==> src/sv/kts_ram.sv <==
// Generic single-write, single-read RAM with registered read data.
module kts_ram #(
   parameter int WIDTH = 32,
   parameter int DEPTH = 64
) (
   input  logic                     clock,
   input  logic                     wr_en,
   input  logic [$clog2(DEPTH)-1:0] wr_addr,
   input  logic [WIDTH-1:0]         wr_data,
   input  logic                     rd_en,
   input  logic [$clog2(DEPTH)-1:0] rd_addr,
   output logic [WIDTH-1:0]         rd_data
);

   logic [WIDTH-1:0] mem [DEPTH];
   logic [WIDTH-1:0] rd_data_ff;

   // Write on enable; hold read data unless a read is issued
   always_ff @(posedge clock) begin
      if (wr_en) begin
         mem[wr_addr] <= wr_data;
      end
      if (rd_en) begin
         rd_data_ff <= mem[rd_addr];
      end
   end

   assign rd_data = rd_data_ff;

endmodule

==> config.mk <==
export PLATFORM = sky130hd
export DESIGN_NAME = kts_ram
export DESIGN_NICKNAME = d
export VERILOG_FILES = /design/src/sv/kts_ram.sv
export SDC_FILE = /design/constraint.sdc
export NUM_CORES = 2
export LEC_CHECK = 0
export ABC_CLOCK_PERIOD_IN_PS = 4900
export CELL_PAD_IN_SITES_DETAIL_PLACEMENT = 0
export CELL_PAD_IN_SITES_GLOBAL_PLACEMENT = 2
export CORE_ASPECT_RATIO = 1.25
export CORE_MARGIN = 2
export CORE_UTILIZATION = 47
export DETAILED_ROUTE_END_ITERATION = 16
export DONT_BUFFER_PORTS = 1
export HOLD_SLACK_MARGIN = 0.02
export PLACE_DENSITY_LB_ADDON = 0.1
export SLEW_MARGIN = 20
export SYNTH_ARGS = -nofsm -noshare
export SYNTH_HDL_FRONTEND = slang
export SYNTH_SLANG_ARGS = --single-unit
export TNS_END_PERCENT = 1
==> constraint.sdc <==
create_clock -name clock -period 4.9 [get_ports clock]
set_clock_uncertainty 0.05 [all_clocks]
set_input_delay 1.47 -clock clock [delete_from_list [all_inputs] [get_ports clock]]
set_output_delay 1.47 -clock clock [all_outputs]
set_load 0.05 [all_outputs]
* After elaboration in Yosys (flattened, before gate mapping) *
Memories as Yosys holds them, arrays and structs flattened. A register that Yosys moved wholly into a read port is not among the register bits.
Cells that the tools add are included.

cells by class
  mux-type cells = 2

operator list
  cell    number
  $mux 1  2

storage, ports and cells
  register bits after elaboration = 0
  RAM bits = 2048
  input port bits = 47
  output and inout bits = 32
  logic and storage cells = 3
  memories kept = 1

memories
  name  depth  width  rd ports  clocked after memory_dff  write ports  RTL line  source
  mem   64     32     1         1                         1            15        logic [WIDTH-1:0] mem [DEPTH];

* Longest topological paths before layout *
  depth in word-level cells = 2
  gate-level depth with buffers = 10
  gate-level depth less buffers = 5

* Worst setup path before layout *
Ideal clock, no wire load.

  path type = input port to flip-flop
  start point = input wr_addr[3]
  end point = memory mem[48][0] (enable)
  setup time = 0.461 ns
  arrival = 4.169 ns
  setup slack = 0.220 ns
  stages = 4
  path buffers = 1
  cell sequence = clkbuf_1 -> nor2b_1 -> nand4b_1 -> nor3_1

RTL lines
  element      RTL line  source
  from (decl)  8         input logic [$clog2(DEPTH)-1:0] wr_addr,
  to (decl)    15

Straight into the memory's write port.

==> summary.txt <==
Outcome
  – Status: finished with violations
  – Failing checks: slew limit

CTS
  – CTS max path bufs: 3
  – Worst-path clk slew: 0.06 ns
  – Worst skew pair latency: around 0.84 ns
  – Cts hold-fix bufs: 0
  – Post_cts resized: 0
  – CTS Buf Count: around 200
  – H-tree levels: 4
  – Root buffer cell: clkbuf_16
  – TritonCTS clock tree: yes
  – Sinks on Clock Net: roughly 2100
  – Post-CTS Setup Bufs: 0

Layout
  – Final Net Count: around 3500
  – Util after Layout: between 50% and 60%
  – Layout cell share with drive strength beyond 1: 27.3%
  – Area growth, synth to finish: 12.2%

Floorplanning
  – Area of the core: about 170000 µm²
  – Ports: between 70 and 80
  – DIE WIDTH: roughly 370 µm
  – Die area: 171000 µm²
  – Starting Density: ~47%
  – DIE HEIGHT: between 400 and 500 µm
  – Rows: ~170

Power
  – VDD IR max: 0.000305 V
  – Clock power frac: between 40% and 50%
  – Logic pwr share: 3.5%
  – Net switching power: ~7.3 mW
  – Internal power: around 29 mW
  – Overall power: between 30 and 40 mW
  – Power share of the sequential group: a little under three fifths
  – Sw Share: between 20% and 30%
  – Static Leakage: approximately 27 nW
  – Pwr Density: 405 nW/µm²

Route
  – DRC violations left: 0
  – Met3 WL post-DR: 17300 µm
  – Drt pass-1 iters: 6
  – Metal2 WL: ~110000 µm
  – Highest Signal Layer: met4
  – Drt via density: 6.26
  – WL/cell: 36.8 µm
  – Detailed-route via count: around 37000
  – Detailed Route Iter0 Violations: 4640
  – Post-DRT Antenna Nets: 0
  – Routed WL: 215000 µm
  – M1 WL: 84600 µm

STA
  – Highest clock rate: 221 MHz
  – Final hold viol count: 0
  – Sum of negative setup slack: 0 ns
  – RSZ-0062 raised after global routing: no
  – Final setup viols: 0
  – Relative slew slack: -41.1%
  – Hold WS: around 0.67 ns
  – Post-route minimum period: about 4.5 ns
  – Actual slew at the worst max-slew pin: around 2.1 ns
  – Fin crit share: 92.3%
  – Slew Limit Fails: 160

Logic synthesis
  – Synth Register Bits: 2080
  – Cell count after synthesis: approximately 3300
  – Post-Syn Nets: ~3400
  – Post-synth ARST share: 0%
  – Mapped Area: 78800 µm²
  – Distinct cells, synth: 33
  – Syn_area_per_cell: between 20 and 25 µm²
  – Synth Flop Type: edfxtp_1
  – Seq/Total Area, Yosys: between 70% and 80%
  – EDFF count, synth: about 2100
  – Ys Warns: 0

Placed design
  – Final HPWL from detailed placement: around 110000 µm
  – IO Port Bufs: 0
  – Routability cong.: between 0.7 and 0.8

Worst setup path
  – Critical path fanouts, max: 97
  – Crit path max-delay cell type: mux4_2
  – Crit. End Element: register
  – FF-to-FF Start: mem[11][27]
  – Largest stage delay, worst path: around 0.60 ns
  – Cell mode on critical path: buf_16
  – Worst setup path start: rd_addr[0]
  – Critical Path AT: roughly 5.1 ns
  – Nature of the critical path startpoint: input port
  – WS Path Type: in -> reg
  – Worst-path cell chain: buf_16, buf_16, buf_16, mux4_2, mux4_2, o22ai_1, nor2_1
  – CP bufs+invs: 3
  – CP top delay family: buffers and inverters
  – WP data required: 5.43 ns

Global route
  – Gr ovfl total: 0
  – Overall routing resource usage: between 20 and 30%
  – Number of global-route vias before repair: approximately 38000
  – First-pass GRT wire length: roughly 300000 µm
  – Initial antenna violation count: 13
  – Largest net degree at the start of global routing: 514

Hold path
  – Hold_sp: wr_data[17]
  – Hold Crit Class: in -> reg

Run
  – MaxCap Viol Count: 0
[final cells by class]
type / count / area (µm²)
fill: 12700 / 78600
clock inverter: 107 / 882
sequential: 2080 / 62500
multi-input combinational: 1062 / 16000
clock buffer: 253 / 5250
tap: 2210 / 2770
timing repair buffer: 120 / 1160
antenna: 1 / 2.50
[logic make-up after synthesis]
| kind of cell | synth area share (%) |
|---|---|
| buf+inv | 1.12 |
| compound gates | 1.67 |
| flops | 79.2 |
| mux | 16.7 |
| simple gates | 1.26 |
[per-stage QoR]
stage	setup WS, ns	cells	instance area (µm²)
finish	0.379	5833	88500
global route	0.187	5833	88500
CTS	1.51	5827	88300
detailed placement	0.885	5467	82200
global placement	0.919	5467	82200
floorplan	0.220	3324	78800
[placed cells by master, fill, tap and decap left out, types with 15 or more instances in the layout]
master	count
clkinv_2	29
nand2_1	26
nor2b_1	15
a21oi_1	62
buf_4	102
edfxtp_1	2080
clkbuf_1	51
mux4_2	544
nor2_4	62
nor2_1	75
o221ai_1	27
mux2i_1	93
clkinv_1	54
o22ai_1	84
clkbuf_16	202
[power groups by stage]
stage	clock network, mW	registers, mW	logic, mW
6_report	14.7	19.9	1.27
5_1_grt	15.6	19.9	1.31
4_1_cts	14.9	19.9	1.14
3_5_place_dp	0	20.3	1.13
3_3_place_gp	0	20.3	1.13
2_1_floorplan	0	20.2	0.959
[cell usage after synthesis, drive strengths merged (8+ instances only)]
master | instances | share of area [%]
edfxtp | 2080 | 79
mux4 | 544 | 16
nor2 | 137 | 0.65
buf | 108 | 0.77
mux2i | 93 | 1.2
o22ai | 84 | 0.67
clkbuf | 74 | 0.35
a21oi | 62 | 0.39
o221ai | 27 | 0.30
nand2 | 26 | 0.12
nor2b | 15 | 0.12
a22oi | 12 | 0.11
a311oi | 8 | 0.089
nand2b | 8 | 0.063
[metal layers]
metal	track usage (%)	vias up
met2	42.3	1462
met5	0	-
met3	5.79	263
met1	34.3	20200
li1	-	14600
met4	6.34	0
[worst paths after layout]
check / depth (start not counted) / slack [ns] / to
setup / recovery: 7 / 0.38 / rd_data[14]
hold reg to reg: 4 / 0.84 / rd_data[8]
hold / removal: 0 / 0.67 / mem[50][17]
setup reg to reg: 4 / 2.32 / rd_data[27]
[sequential cells by signal, indices dropped and copies added, names as in the netlist]
register  count
rd_data      32
mem        2048
(Power assumes the default switching activity.)
